**src/rtl/core/armd_pkg.sv**
```systemverilog
// Shared constants, types and state encodings for the RMS dBFS level meter.
// No dependencies; imported by every module of the block but the checker.
package armd_pkg;

	localparam int COUNT_BITS = 20;
	localparam int SUM_W      = COUNT_BITS + 31;
	localparam int CNT_W      = COUNT_BITS + 1;
	localparam int SAMPLE_W   = 16;
	localparam int SQ_W       = 31;

	localparam int NORM_W  = 64;
	localparam int POS_W   = 6;
	localparam int FRAC_W  = 16;
	localparam int LOG_W   = POS_W + FRAC_W;
	localparam int MANT_W  = 31;
	localparam int STEP_W  = 3;
	localparam int ITER_W  = 4;

	localparam int DIFF_W  = LOG_W + 1;
	localparam int SCALE_W = 25;
	localparam int PROD_W  = DIFF_W + SCALE_W;
	localparam int RND_SH  = 32;
	localparam int RND_W   = PROD_W + 1 - RND_SH;
	localparam int LEVEL_W = 15;

	localparam logic [SCALE_W-1:0] CENTI_DB_PER_LOG2 = SCALE_W'(19728302);
	localparam logic [DIFF_W-1:0]  TOP_OFFSET        = DIFF_W'(30 << FRAC_W);
	localparam logic [RND_W-1:0]   MAX_ATTEN         = RND_W'(16000);
	localparam logic [LEVEL_W-1:0] FLOOR_LEVEL       = LEVEL_W'(-10000);

	typedef struct packed {
		logic [SUM_W-1:0] sum;
		logic [CNT_W-1:0] cnt;
	} win_t;

	typedef struct packed {
		logic              start;
		logic [NORM_W-1:0] x;
	} log_req_t;

	typedef struct packed {
		logic             done;
		logic [LOG_W-1:0] value;
	} log_rsp_t;

	typedef enum logic [1:0] {
		L_IDLE,
		L_NORM,
		L_SQR,
		L_DONE
	} log_state_t;

	typedef enum logic [2:0] {
		B_IDLE,
		B_SS,
		B_LS,
		B_SN,
		B_LN,
		B_MUL,
		B_RND,
		B_OUT
	} back_state_t;

endpackage

```
**src/rtl/core/armd_front.sv**
```systemverilog
// Front end: accepts sample beats, squares them and keeps saturating sums.
// Pushes each closed window's sum and count into the queue. Uses armd_pkg.
module armd_front (
	input  logic                               clk,
	input  logic                               arst_n,
	input  logic                               in_valid,
	output logic                               in_ready,
	input  logic [armd_pkg::SAMPLE_W-1:0]      in_sample,
	input  logic                               in_last,
	output logic                               push,
	output armd_pkg::win_t                     push_data,
	input  logic                               q_full
);
	import armd_pkg::*;

	logic                valid_s1;
	logic                last_s1;
	logic [SQ_W-1:0]     sq_s1;
	logic [SUM_W-1:0]    sum_q;
	logic [CNT_W-1:0]    cnt_q;

	logic [SAMPLE_W-1:0] mag;
	logic [2*SAMPLE_W-1:0] sq_full;
	logic [SUM_W:0]      sum_add;
	logic [SUM_W-1:0]    sum_next;
	logic [CNT_W-1:0]    cnt_next;
	logic                advance;

	assign mag      = in_sample[SAMPLE_W-1]
		? SAMPLE_W'((SAMPLE_W+1)'(1 << SAMPLE_W) - {1'b0, in_sample}) : in_sample;
	assign sq_full  = mag * mag;
	assign advance  = valid_s1 && (!last_s1 || !q_full);
	assign in_ready = !valid_s1 || advance;

	assign sum_add  = {1'b0, sum_q} + (SUM_W+1)'(sq_s1);
	assign sum_next = sum_add[SUM_W] ? '1 : sum_add[SUM_W-1:0];
	assign cnt_next = cnt_q[CNT_W-1] ? cnt_q : cnt_q + CNT_W'(1);

	assign push           = advance && last_s1;
	assign push_data.sum  = sum_next;
	assign push_data.cnt  = cnt_next;

	always_ff @(posedge clk or negedge arst_n) begin
		if (!arst_n) begin
			valid_s1 <= 1'b0;
			sum_q    <= '0;
			cnt_q    <= '0;
		end else begin
			if (in_ready) begin
				valid_s1 <= in_valid;
			end
			if (advance) begin
				if (last_s1) begin
					sum_q <= '0;
					cnt_q <= '0;
				end else begin
					sum_q <= sum_next;
					cnt_q <= cnt_next;
				end
			end
		end
	end

	always_ff @(posedge clk) begin
		if (in_ready && in_valid) begin
			sq_s1   <= sq_full[SQ_W-1:0];
			last_s1 <= in_last;
		end
	end

endmodule

```
**src/rtl/core/armd_queue.sv**
```systemverilog
// Two-entry queue of closed windows between front and back end.
// Uses armd_pkg for the entry type.
module armd_queue (
	input  logic           clk,
	input  logic           arst_n,
	input  logic           push,
	input  armd_pkg::win_t wdata,
	output logic           full,
	output logic           rd_valid,
	output armd_pkg::win_t rd_data,
	input  logic           rd_ready
);
	import armd_pkg::*;

	win_t       mem_q [2];
	logic       wr_ptr_q;
	logic       rd_ptr_q;
	logic [1:0] fill_q;
	logic       pop;

	assign full     = fill_q == 2'd2;
	assign rd_valid = fill_q != 2'd0;
	assign rd_data  = mem_q[rd_ptr_q];
	assign pop      = rd_valid && rd_ready;

	always_ff @(posedge clk or negedge arst_n) begin
		if (!arst_n) begin
			wr_ptr_q <= 1'b0;
			rd_ptr_q <= 1'b0;
			fill_q   <= 2'd0;
		end else begin
			if (push) begin
				wr_ptr_q <= ~wr_ptr_q;
			end
			if (pop) begin
				rd_ptr_q <= ~rd_ptr_q;
			end
			if (push && !pop) begin
				fill_q <= fill_q + 2'd1;
			end else if (pop && !push) begin
				fill_q <= fill_q - 2'd1;
			end
		end
	end

	always_ff @(posedge clk) begin
		if (push) begin
			mem_q[wr_ptr_q] <= wdata;
		end
	end

endmodule

```
**src/rtl/core/armd_log2.sv**
```systemverilog
// Iterative log2 unit, Q.16: six binary normalize steps, then sixteen
// squarings of the Q1.30 mantissa, one per cycle. Uses armd_pkg.
module armd_log2 (
	input  logic               clk,
	input  logic               arst_n,
	input  armd_pkg::log_req_t req,
	output armd_pkg::log_rsp_t rsp
);
	import armd_pkg::*;

	log_state_t          state_q;
	log_state_t          state_d;
	logic [NORM_W-1:0]   norm_q;
	logic [POS_W-1:0]    pos_q;
	logic [STEP_W-1:0]   step_q;
	logic [MANT_W-1:0]   m_q;
	logic [FRAC_W-1:0]   frac_q;
	logic [ITER_W-1:0]   it_q;

	logic [POS_W:0]      shamt;
	logic                top_zero;
	logic [NORM_W-1:0]   norm_next;
	logic [2*MANT_W-1:0] sq;
	logic [MANT_W:0]     t;
	logic                norm_last;
	logic                sqr_last;

	assign shamt     = (POS_W+1)'(NORM_W / 2) >> step_q;
	assign top_zero  = (norm_q >> ((POS_W+1)'(NORM_W) - shamt)) == '0;
	assign norm_next = top_zero ? norm_q << shamt : norm_q;
	assign norm_last = step_q == STEP_W'(POS_W - 1);
	assign sq        = m_q * m_q;
	assign t         = sq[2*MANT_W-1:30];
	assign sqr_last  = it_q == ITER_W'(FRAC_W - 1);

	always_comb begin
		state_d = state_q;
		unique case (state_q)
			L_IDLE: if (req.start) state_d = L_NORM;
			L_NORM: if (norm_last) state_d = L_SQR;
			L_SQR:  if (sqr_last) state_d = L_DONE;
			L_DONE: state_d = L_IDLE;
			default: state_d = L_IDLE;
		endcase
	end

	always_comb begin
		rsp.done  = state_q == L_DONE;
		rsp.value = {pos_q, frac_q};
	end

	always_ff @(posedge clk or negedge arst_n) begin
		if (!arst_n) begin
			state_q <= L_IDLE;
		end else begin
			state_q <= state_d;
		end
	end

	always_ff @(posedge clk) begin
		unique case (state_q)
			L_IDLE: begin
				norm_q <= req.x;
				pos_q  <= POS_W'(NORM_W - 1);
				step_q <= '0;
			end
			L_NORM: begin
				norm_q <= norm_next;
				if (top_zero) begin
					pos_q <= pos_q - shamt[POS_W-1:0];
				end
				step_q <= step_q + STEP_W'(1);
				m_q    <= norm_next[NORM_W-1 -: MANT_W];
				frac_q <= '0;
				it_q   <= '0;
			end
			L_SQR: begin
				m_q    <= t[MANT_W] ? t[MANT_W:1] : t[MANT_W-1:0];
				frac_q <= {frac_q[FRAC_W-2:0], t[MANT_W]};
				it_q   <= it_q + ITER_W'(1);
			end
			L_DONE: begin
				step_q <= '0;
			end
			default: begin
				step_q <= '0;
			end
		endcase
	end

endmodule

```
**src/rtl/core/armd_back.sv**
```systemverilog
// Back end: takes a closed window from the queue; a zero sum or count gives
// the floor, else log2 of both is scaled to centi-dB. Holds the result beat; uses armd_pkg.
module armd_back (
	input  logic                          clk,
	input  logic                          arst_n,
	input  logic                          q_valid,
	input  armd_pkg::win_t                q_data,
	output logic                          q_ready,
	output armd_pkg::log_req_t            log_req,
	input  armd_pkg::log_rsp_t            log_rsp,
	output logic                          out_valid,
	input  logic                          out_ready,
	output logic [armd_pkg::LEVEL_W-1:0]  out_level,
	output logic                          out_floor
);
	import armd_pkg::*;

	back_state_t         state_q;
	back_state_t         state_d;
	win_t                ent_q;
	logic [LOG_W-1:0]    ls_q;
	logic [LOG_W-1:0]    ln_q;
	logic [PROD_W-1:0]   p_q;
	logic [LEVEL_W-1:0]  level_q;
	logic                floor_q;
	logic                out_valid_q;
	logic [LEVEL_W-1:0]  out_level_q;
	logic                out_floor_q;

	logic                zero_in;
	logic [DIFF_W-1:0]   top;
	logic                ge;
	logic [DIFF_W-1:0]   d;
	logic [PROD_W-1:0]   prod;
	logic [PROD_W:0]     rnd_sum;
	logic [RND_W-1:0]    r;
	logic [RND_W-1:0]    r_clamp;
	logic                load_out;

	assign zero_in  = (ent_q.sum == '0) || (ent_q.cnt == '0);
	assign top      = DIFF_W'(ln_q) + TOP_OFFSET;
	assign ge       = DIFF_W'(ls_q) >= top;
	assign d        = top - DIFF_W'(ls_q);
	assign prod     = d * CENTI_DB_PER_LOG2;
	assign rnd_sum  = {1'b0, p_q} + (PROD_W+1)'(64'd1 << (RND_SH - 1));
	assign r        = rnd_sum[PROD_W:RND_SH];
	assign r_clamp  = (r > MAX_ATTEN) ? MAX_ATTEN : r;
	assign load_out = (state_q == B_OUT) && (!out_valid_q || out_ready);

	assign out_valid = out_valid_q;
	assign out_level = out_level_q;
	assign out_floor = out_floor_q;

	always_comb begin
		state_d = state_q;
		unique case (state_q)
			B_IDLE: if (q_valid) state_d = B_SS;
			B_SS:   state_d = zero_in ? B_OUT : B_LS;
			B_LS:   if (log_rsp.done) state_d = B_SN;
			B_SN:   state_d = B_LN;
			B_LN:   if (log_rsp.done) state_d = B_MUL;
			B_MUL:  state_d = B_RND;
			B_RND:  state_d = B_OUT;
			B_OUT:  if (load_out) state_d = B_IDLE;
			default: state_d = B_IDLE;
		endcase
	end

	always_comb begin
		q_ready       = state_q == B_IDLE;
		log_req.start = ((state_q == B_SS) && !zero_in) || (state_q == B_SN);
		log_req.x     = (state_q == B_SN) ? NORM_W'(ent_q.cnt) : NORM_W'(ent_q.sum);
	end

	always_ff @(posedge clk or negedge arst_n) begin
		if (!arst_n) begin
			state_q     <= B_IDLE;
			out_valid_q <= 1'b0;
		end else begin
			state_q <= state_d;
			if (load_out) begin
				out_valid_q <= 1'b1;
			end else if (out_ready) begin
				out_valid_q <= 1'b0;
			end
		end
	end

	always_ff @(posedge clk) begin
		if (state_q == B_IDLE) begin
			ent_q <= q_data;
		end
		if (state_q == B_SS) begin
			level_q <= FLOOR_LEVEL;
			floor_q <= 1'b1;
		end
		if ((state_q == B_LS) && log_rsp.done) begin
			ls_q <= log_rsp.value;
		end
		if ((state_q == B_LN) && log_rsp.done) begin
			ln_q <= log_rsp.value;
		end
		if (state_q == B_MUL) begin
			p_q     <= ge ? '0 : prod;
			floor_q <= 1'b0;
		end
		if (state_q == B_RND) begin
			level_q <= LEVEL_W'(-(LEVEL_W'(r_clamp)));
		end
		if (load_out) begin
			out_level_q <= level_q;
			out_floor_q <= floor_q;
		end
	end

endmodule

```
**src/rtl/core/audio_rms_dbfs_meter_unit.sv**
```systemverilog
// The window-end beat passes the front register and the two-entry queue, which absorbs
// short windows; the back end then runs log2 of sum and count and presents the result.
// One sample beat per cycle unless a window-end beat meets a full queue.
// Reset: arst_n clears sums, count, queue and all handshake state at once.
// Top level of the RMS dBFS meter; instantiates front, queue, log2 and back.
// Depends on armd_pkg.
module audio_rms_dbfs_meter_unit (
	input  logic        clk,
	input  logic        arst_n,
	input  logic        s_tvalid,
	output logic        s_tready,
	input  logic [15:0] s_tdata,   // [15:0] sample
	input  logic        s_tlast,
	output logic        m_tvalid,
	input  logic        m_tready,
	output logic [15:0] m_tdata,   // [14:0] level_centi_db, [15] zero pad
	output logic        m_tuser    // [0] floor_used
);
	import armd_pkg::*;

	logic               push;
	win_t               push_data;
	logic               q_full;
	logic               q_valid;
	win_t               q_data;
	logic               q_ready;
	log_req_t           log_req;
	log_rsp_t           log_rsp;
	logic [LEVEL_W-1:0] level;

	armd_front u_front (
		.clk       (clk),
		.arst_n    (arst_n),
		.in_valid  (s_tvalid),
		.in_ready  (s_tready),
		.in_sample (s_tdata),
		.in_last   (s_tlast),
		.push      (push),
		.push_data (push_data),
		.q_full    (q_full)
	);

	armd_queue u_queue (
		.clk      (clk),
		.arst_n   (arst_n),
		.push     (push),
		.wdata    (push_data),
		.full     (q_full),
		.rd_valid (q_valid),
		.rd_data  (q_data),
		.rd_ready (q_ready)
	);

	armd_log2 u_log2 (
		.clk    (clk),
		.arst_n (arst_n),
		.req    (log_req),
		.rsp    (log_rsp)
	);

	armd_back u_back (
		.clk       (clk),
		.arst_n    (arst_n),
		.q_valid   (q_valid),
		.q_data    (q_data),
		.q_ready   (q_ready),
		.log_req   (log_req),
		.log_rsp   (log_rsp),
		.out_valid (m_tvalid),
		.out_ready (m_tready),
		.out_level (level),
		.out_floor (m_tuser)
	);

	assign m_tdata = {1'b0, level};

endmodule

```
**config.mk**
```make
export PLATFORM = sky130hd
export DESIGN_NAME = audio_rms_dbfs_meter_unit
export DESIGN_NICKNAME = d
export VERILOG_FILES = /design/src/rtl/core/armd_pkg.sv /design/src/rtl/core/armd_front.sv /design/src/rtl/core/armd_queue.sv /design/src/rtl/core/armd_log2.sv /design/src/rtl/core/armd_back.sv /design/src/rtl/core/audio_rms_dbfs_meter_unit.sv
export SDC_FILE = /design/constraint.sdc
export NUM_CORES = 2
export LEC_CHECK = 0
export BUFFER_PORTS_ARGS = -buffer_cell sky130_fd_sc_hd__buf_2
export CAP_MARGIN = 20
export CORE_ASPECT_RATIO = 1.5
export CORE_UTILIZATION = 25
export DETAILED_ROUTE_END_ITERATION = 7
export PLACE_DENSITY_LB_ADDON = 0.25
export SKIP_CTS_REPAIR_TIMING = 1
export SYNTH_ARGS = -nofsm -noshare
export SYNTH_HDL_FRONTEND = slang
export SYNTH_HIERARCHICAL = 1
export SYNTH_SLANG_ARGS = --single-unit
```
**constraint.sdc**
```tcl
create_clock -name clk -period 8.35 [get_ports clk]
set_input_delay 1.67 -clock clk [delete_from_list [all_inputs] [get_ports clk]]
set_output_delay 1.67 -clock clk [all_outputs]
set_load 0.05 [all_outputs]
```
# Word-level counts from Yosys, hierarchy flattened
# Memory sizes are Yosys's and may differ from the RTL's. A register that Yosys moved wholly into a read port is not among the register bits.
# Index checks and enable logic that the tools add are counted.
[word_totals] ram_bits=144 mem_count=1 in_bits=21 register_bits=363
[memory_table] memory="u_queue.mem_q" words=2 word_bits=72 read_ports=1 rd_clocked_by_memory_dff=1 wr=1 line="armd_queue.sv:15" rtl="win_t mem_q [2];"
[classes] mux=34 n_mul=3 eq_ne=21 order_cmp=2 bitwise=2 add_sub_neg=13 reduce_logical=38 shift=3
[op_table] cell="two-way mux 51 bit" count=3
[op_table] cell="case mux 64 bit (2 select lines)" count=1
[op_table] cell="logical NOT 64 bit" count=1
[op_table] cell="two-way mux 64 bit" count=1
[op_table] cell="<< shifter 64 x 7 -> 64 bit" count=1
[op_table] cell=">> shifter 64 x 7 -> 64 bit" count=1
[op_table] cell="multiplier 31 x 31 -> 62 bit" count=1
[op_table] cell="case mux 31 bit (2 select lines)" count=1
[op_table] cell="adder 51 x 31 -> 52 bit" count=1
[op_table] cell="logical NOT 51 bit" count=1
[op_table] cell="adder 48 x 32 -> 49 bit (second input constant)" count=1
[op_table] cell="multiplier 23 x 24 -> 47 bit (second input constant)" count=1
[op_table] cell="two-way mux 15 bit" count=3
[op_table] cell="two-way mux 21 bit" count=2
[op_table] cell="case mux 16 bit (2 select lines)" count=1
[op_table] cell="multiplier 16 x 16 -> 31 bit" count=1
[op_table] cell="two-way mux 31 bit" count=1
[op_table] cell="case mux 3 bit (8 select lines)" count=1
[op_table] cell="adder 22 x 21 -> 23 bit (second input constant)" count=1
[op_table] cell=">= comparator 22 x 23 -> 1 bit" count=1
[op_table] cell="subtractor 23 x 22 -> 23 bit" count=1
[op_table] cell="adder 21 x 1 -> 21 bit (second input constant)" count=1
[op_table] cell="logical NOT 21 bit" count=1
[op_table] cell="> comparator 17 x 14 -> 1 bit (second input constant)" count=1
[op_table] cell="37 further kinds" count=87

# Longest topological paths before layout
[logic_depth] word_depth=9 mapped_depth=36

# Hierarchy
# The synthesis kept the hierarchy.
[by_module_without_submodules] module="armd_log2" instances=1 area_per_inst_um2=39791.9 cells_each=4287
[by_module_without_submodules] module="armd_back" instances=1 area_per_inst_um2=17500.5 cells_each=1595
[by_module_without_submodules] module="armd_front" instances=1 area_per_inst_um2=14254.9 cells_each=1598
[by_module_without_submodules] module="armd_queue" instances=1 area_per_inst_um2=5734.2 cells_each=240
[by_module_without_submodules] module="audio_rms_dbfs_meter_unit" instances=1 area_per_inst_um2=11.3 cells_each=2

# Least setup slack after synthesis
# No wires, ideal clock.
[synth_path] path_kind="input to register" from="in s_tdata[0]" to="reg u_front.sq_s1[30] (data pin)" n_path_buf=1 t_required_ns=8.086 setup_time_ns=0.264 arrival_time_ns=9.038 path_slack_ns=-0.952 stages=27 path_cell_list="inv_1 clkbuf_1 ha_1 nand2_1 or4_1 o41a_1 xnor2_2 clkinv_1 nand2_1 fa_1 fa_1 inv_1 fa_1 fa_1 fa_1 inv_1 fa_1 inv_1 ha_1 a21o_1 a21o_1 or3_1 nor3_1 o31ai_1 a2111o_1 a221oi_1 xnor2_1"
[synth_via] elab_chain_cells=3
[synth_rtl] element="from (decl)" line="audio_rms_dbfs_meter_unit.sv:12" rtl="input logic [15:0] s_tdata,"
[synth_rtl] element="subtractor 1 x 16 -> 16 bit" line="armd_front.sv:30" rtl="? SAMPLE_W'((SAMPLE_W+1)'(1 << SAMPLE_W) - {1'b0, in_sample}) : in_sample;"
[synth_rtl] element="two-way mux 16 bit *" line="armd_front.sv:30"
[synth_rtl] element="multiplier 16 x 16 -> 31 bit *" line="armd_front.sv:31" rtl="assign sq_full = mag * mag;"
[synth_rtl] element="net u_front.sq_full[30]" line="armd_front.sv:23" rtl="logic [2*SAMPLE_W-1:0] sq_full;"
[synth_rtl] element="to (signal assigned)" line="armd_front.sv:66" rtl="sq_s1 <= sq_full[SQ_W-1:0];"
[synth_rtl] element="to (decl)" line="armd_front.sv:18" rtl="logic [SQ_W-1:0] sq_s1;"
# The timed path passes the listed nets; every way through them passes the cells marked *.
# A chain may end at the register's enable or synchronous reset.

# Final worst setup path
[layout_path] from="reg u_back.ln_q[0]" to="reg u_back.p_q[44] (data pin)"
[layout_via] elab_chain_cells=3
[layout_rtl] element="from (decl)" line="armd_back.sv:22" rtl="logic [LOG_W-1:0] ln_q;"
[layout_rtl] element="from (signal assigned)" line="armd_back.sv:101" rtl="ln_q <= log_rsp.value;"
[layout_rtl] element="adder 22 x 21 -> 23 bit *" line="armd_back.sv:41" rtl="assign top = DIFF_W'(ln_q) + TOP_OFFSET;"
[layout_rtl] element="subtractor 23 x 22 -> 23 bit" line="armd_back.sv:43" rtl="assign d = top - DIFF_W'(ls_q);"
[layout_rtl] element="multiplier 23 x 24 -> 47 bit" line="armd_back.sv:44" rtl="assign prod = d * CENTI_DB_PER_LOG2;"
[layout_rtl] element="to (signal assigned)" line="armd_back.sv:104" rtl="p_q <= ge ? '0 : prod;"
[layout_rtl] element="to (decl)" line="armd_back.sv:23" rtl="logic [PROD_W-1:0] p_q;"
# Every way passes the cells marked *; elsewhere a longest branch is shown, timed or not.

==> impl_results.md <==
* Final nets at 10,100
* # DRC at 0
* Critical path capture point type: register
* CP max stage delay at 0.57 ns
* Reg-to-reg critical path startpoint: u_back/ln_q[0]$_DFFE_PP_
* Die Width at 456 µm
* Sequential share of the synthesized area at 20.7%
* Tcrit/Tclk final at 104%
* Synth cell types at 120
* Routed vias at 56,400
* Final slew viol count at 0
* Tmin final at 8.72 ns
* DP Area at 0.0873 mm²
* Slew HR at 29.4%
* DR WL/cell at 18.8 µm
* Final WS setup at -0.374 ns
* Total Routed Length at 233 mm
* Critical R2R Capture: u_back/p_q[44]$_SDFFCE_PP0P_
* Critical path class: reg2reg
* #FFs+latches synth at 547
* PortBufs at 38
* Required @ worst endpoint at 8.79 ns
* CTS tree: built
* Run status: finished with violations
* Pre-CTS setup slack at -0.836 ns
* Initial core utilization at 25.2%
* Fill cell count at 32,100
* Hold Path Sink: u_back/out_level[8]$_DFFE_PP_
* WP data arrival at 9.16 ns
* Die height at 683 µm
* Worst Min Path Start: u_back/level_q[8]$_SDFFCE_PN0P_
* Pin count of the biggest net entering global routing at 74
* Least-Margin Pin Slew at 1.06 ns
* Area occupied by registers at 0.0160 mm²
* HPWL after detailed placement at 195 mm
* Non-Filler Instances at 12,400
* Startpoint types: register
* Layout area overhead at 18.1%
* Most used cell, CP: fa_1
* Clk sinks at 547
* CTS Buffer Depth at 3
* Global-route wire length before repair at 359 mm
* Core footprint at 0.307 mm²
* Worst hold slack at 0.419 ns
* Finish-stage setup viols at 44
* Post-synth top flop: edfxtp_1
* Vias per cell at 4.56
* CP max FO at 3
* IO Count at 40
* FP Rows at 249
* EDFF count, synth at 463
* Clk_lat worst skew at 0.71 ns
* Initial antenna violation count at 1
* Num CTS Buffers at 59
* Gr usage total at 14.8%
* Vias in the first global route at 62,200
* Grt total ovfl at 0
* Avg Cell Area, Syn at 10.0 µm²
* TritonRoute pass-1 iters at 5
* Fraction of registers with async set/reset at 15.2%
* Layout cells sized above 1 at 17.0%
* Yosys warns at 6
* Worst reg-to-reg setup slack at -0.37 ns
* Hold crit path type: reg2reg
* Violated checks: negative setup slack
* Fmax at 115 MHz
* Root buf cell: clkbuf_16
* Syn Inst Count at 7,722
* CP max stage cell: fa_1
* Synth Cell Area at 0.0773 mm²
* Min-Delay Path Depth at 0
* Final-report hold violation count at 0
* Number of placed instances, taps included at 12,200
* H-tree levels at 2
* Post-DRT Antenna Nets at 0
* DIE AREA at 0.311 mm²
* Setup Skew at 0.0654 ns
* Number of max-cap violations at 0
* Worst-case reg-to-reg path depth at 34
* RSZ-0062 raised after global routing: true
* GPL Wtd Cong at 0.895
* DR iter-0 viols at 2,669
* Footprint of the multi-input gates at 0.0551 mm²
* Final Cell Area at 0.0913 mm²
* Clock-pin slew on the worst setup and hold paths at 0.06 ns
[cell usage after synthesis (107+ instances only)]
master,n,share of area (%)
a21oi_1,312,2.0
inv_1,1615,7.8
o21ai_0,129,0.84
clkbuf_1,206,1.0
xnor2_1,134,1.5
ha_1,684,11
fa_1,1113,29
nor2_1,309,1.5
and2_1,267,2.2
nand2_1,645,3.1
mux2i_1,281,3.6
nand3_1,107,0.69
edfxtp_1,463,18
[registers in the layout (all words and copies together) (netlist names), 2 cells and up]
name,count
u_log2/it_q,4
u_back/ls_q,22
u_front/sum_q,51
u_queue/fill_q,2
u_back/state_q,3
u_log2/step_q,3
u_log2/pos_q,6
u_log2/state_q,2
u_back/p_q,17
u_queue/mem_q,144
u_front/sq_s1,30
u_back/ent_q,72
u_log2/norm_q,64
u_back/out_level,15
u_front/cnt_q,21
u_back/ln_q,22
u_back/level_q,15
u_log2/frac_q,16
u_log2/m_q,31
[routing by layer]
layer / up-vias / track usage [%] / routed length, µm / part of all wire, %
met5: - / 0 / 0 / 0
met3: 390 / 0.854 / 4800 / 2.1
li1: 26400 / - / - / -
met1: 28600 / 15.1 / 83800 / 36
met4: 0 / 6.13 / 11000 / 4.7
met2: 932 / 30.6 / 133000 / 57
[critical path: cells and delay by family (launching register included)]
family                   cells  cell delay, ns
flip-flops                   1            0.35
buffers and inverters        7            0.49
adder cells (fa/ha/maj)     10            4.42
AO/OA/AOI/OAI               11            2.00
AND/OR/NAND/NOR              4            0.73
multiplexers                 2            0.45
[how the worst max path moves through the flow]
stage / slack, ns / from / end / depth (start not counted)
floorplan: -0.36 / s_tdata[0] / u_front/sq_s1[30]$_DFFE_PP_ / 27
global placement: -0.80 / s_tdata[5] / u_front/sq_s1[30]$_DFFE_PP_ / 26
detailed placement: -0.84 / u_log2/m_q[14]$_DFFE_PP_ / u_log2/m_q[8]$_DFFE_PP_ / 26
CTS: -0.87 / u_log2/m_q[14]$_DFFE_PP_ / u_log2/m_q[8]$_DFFE_PP_ / 26
global route: -0.65 / u_back/ln_q[0]$_DFFE_PP_ / u_back/p_q[47]$_SDFFCE_PP0P_ / 34
finish: -0.37 / u_back/ln_q[0]$_DFFE_PP_ / u_back/p_q[44]$_SDFFCE_PP0P_ / 34
[per-stage QoR]
step | util (%) | setup TNS (ns)
after detailed placement | 28.4 | -37.33
final | 29.7 | -6.06
after global placement | 28.4 | -33.97
after CTS | 29.1 | -29.80
after global routing | 29.7 | -16.72
after floorplan | - | -1.46
[layout by cell type (no fill, tap or decap), drive strengths merged, types with 39 or more instances in the layout]
cell / synthesis / final
mux2i: 281 / 281
a21o: 96 / 96
nand2: 647 / 647
nor2: 311 / 311
nand4: 39 / 39
fa: 1113 / 1113
buf: 115 / 825
inv: 1618 / 1623
a31oi: 56 / 56
nor3: 65 / 65
mux4: 45 / 45
o22ai: 44 / 44
a211oi: 69 / 69
dfrtp: 83 / 83
and2: 268 / 268
a21oi: 315 / 315
mux2: 111 / 111
xor2: 82 / 82
nand3: 110 / 110
clkbuf: 208 / 73
edfxtp: 463 / 463
ha: 684 / 684
xnor2: 136 / 136
o21ai: 143 / 143
a22o: 40 / 40
and3: 71 / 71
[cells by family after synthesis]
group                    synth area share [%]
flip-flops                               20.7
buffers and inverters                    9.88
AND/OR/NAND/NOR                          10.6
XOR/XNOR                                 2.50
multiplexers                             6.90
other                                  0.0194
adder cells (fa/ha/maj)                  39.9
AO/OA/AOI/OAI                            9.54
[layout make-up]
cell class                      instances  share of cell area, %
Multi-Input combinational cell       5248                   60.4
Sequential cell                       547                   17.5
Timing Repair Buffer                  828                   7.47
Inverter                             1625                   6.70
Tap cell                             4016                   5.51
Clock buffer                           70                   1.75
Clock inverter                         42                  0.625
Antenna cell                            3                0.00823
Power is not shown: default switching activity piles up to over one toggle a cycle in this logic, so the estimate is an artifact.
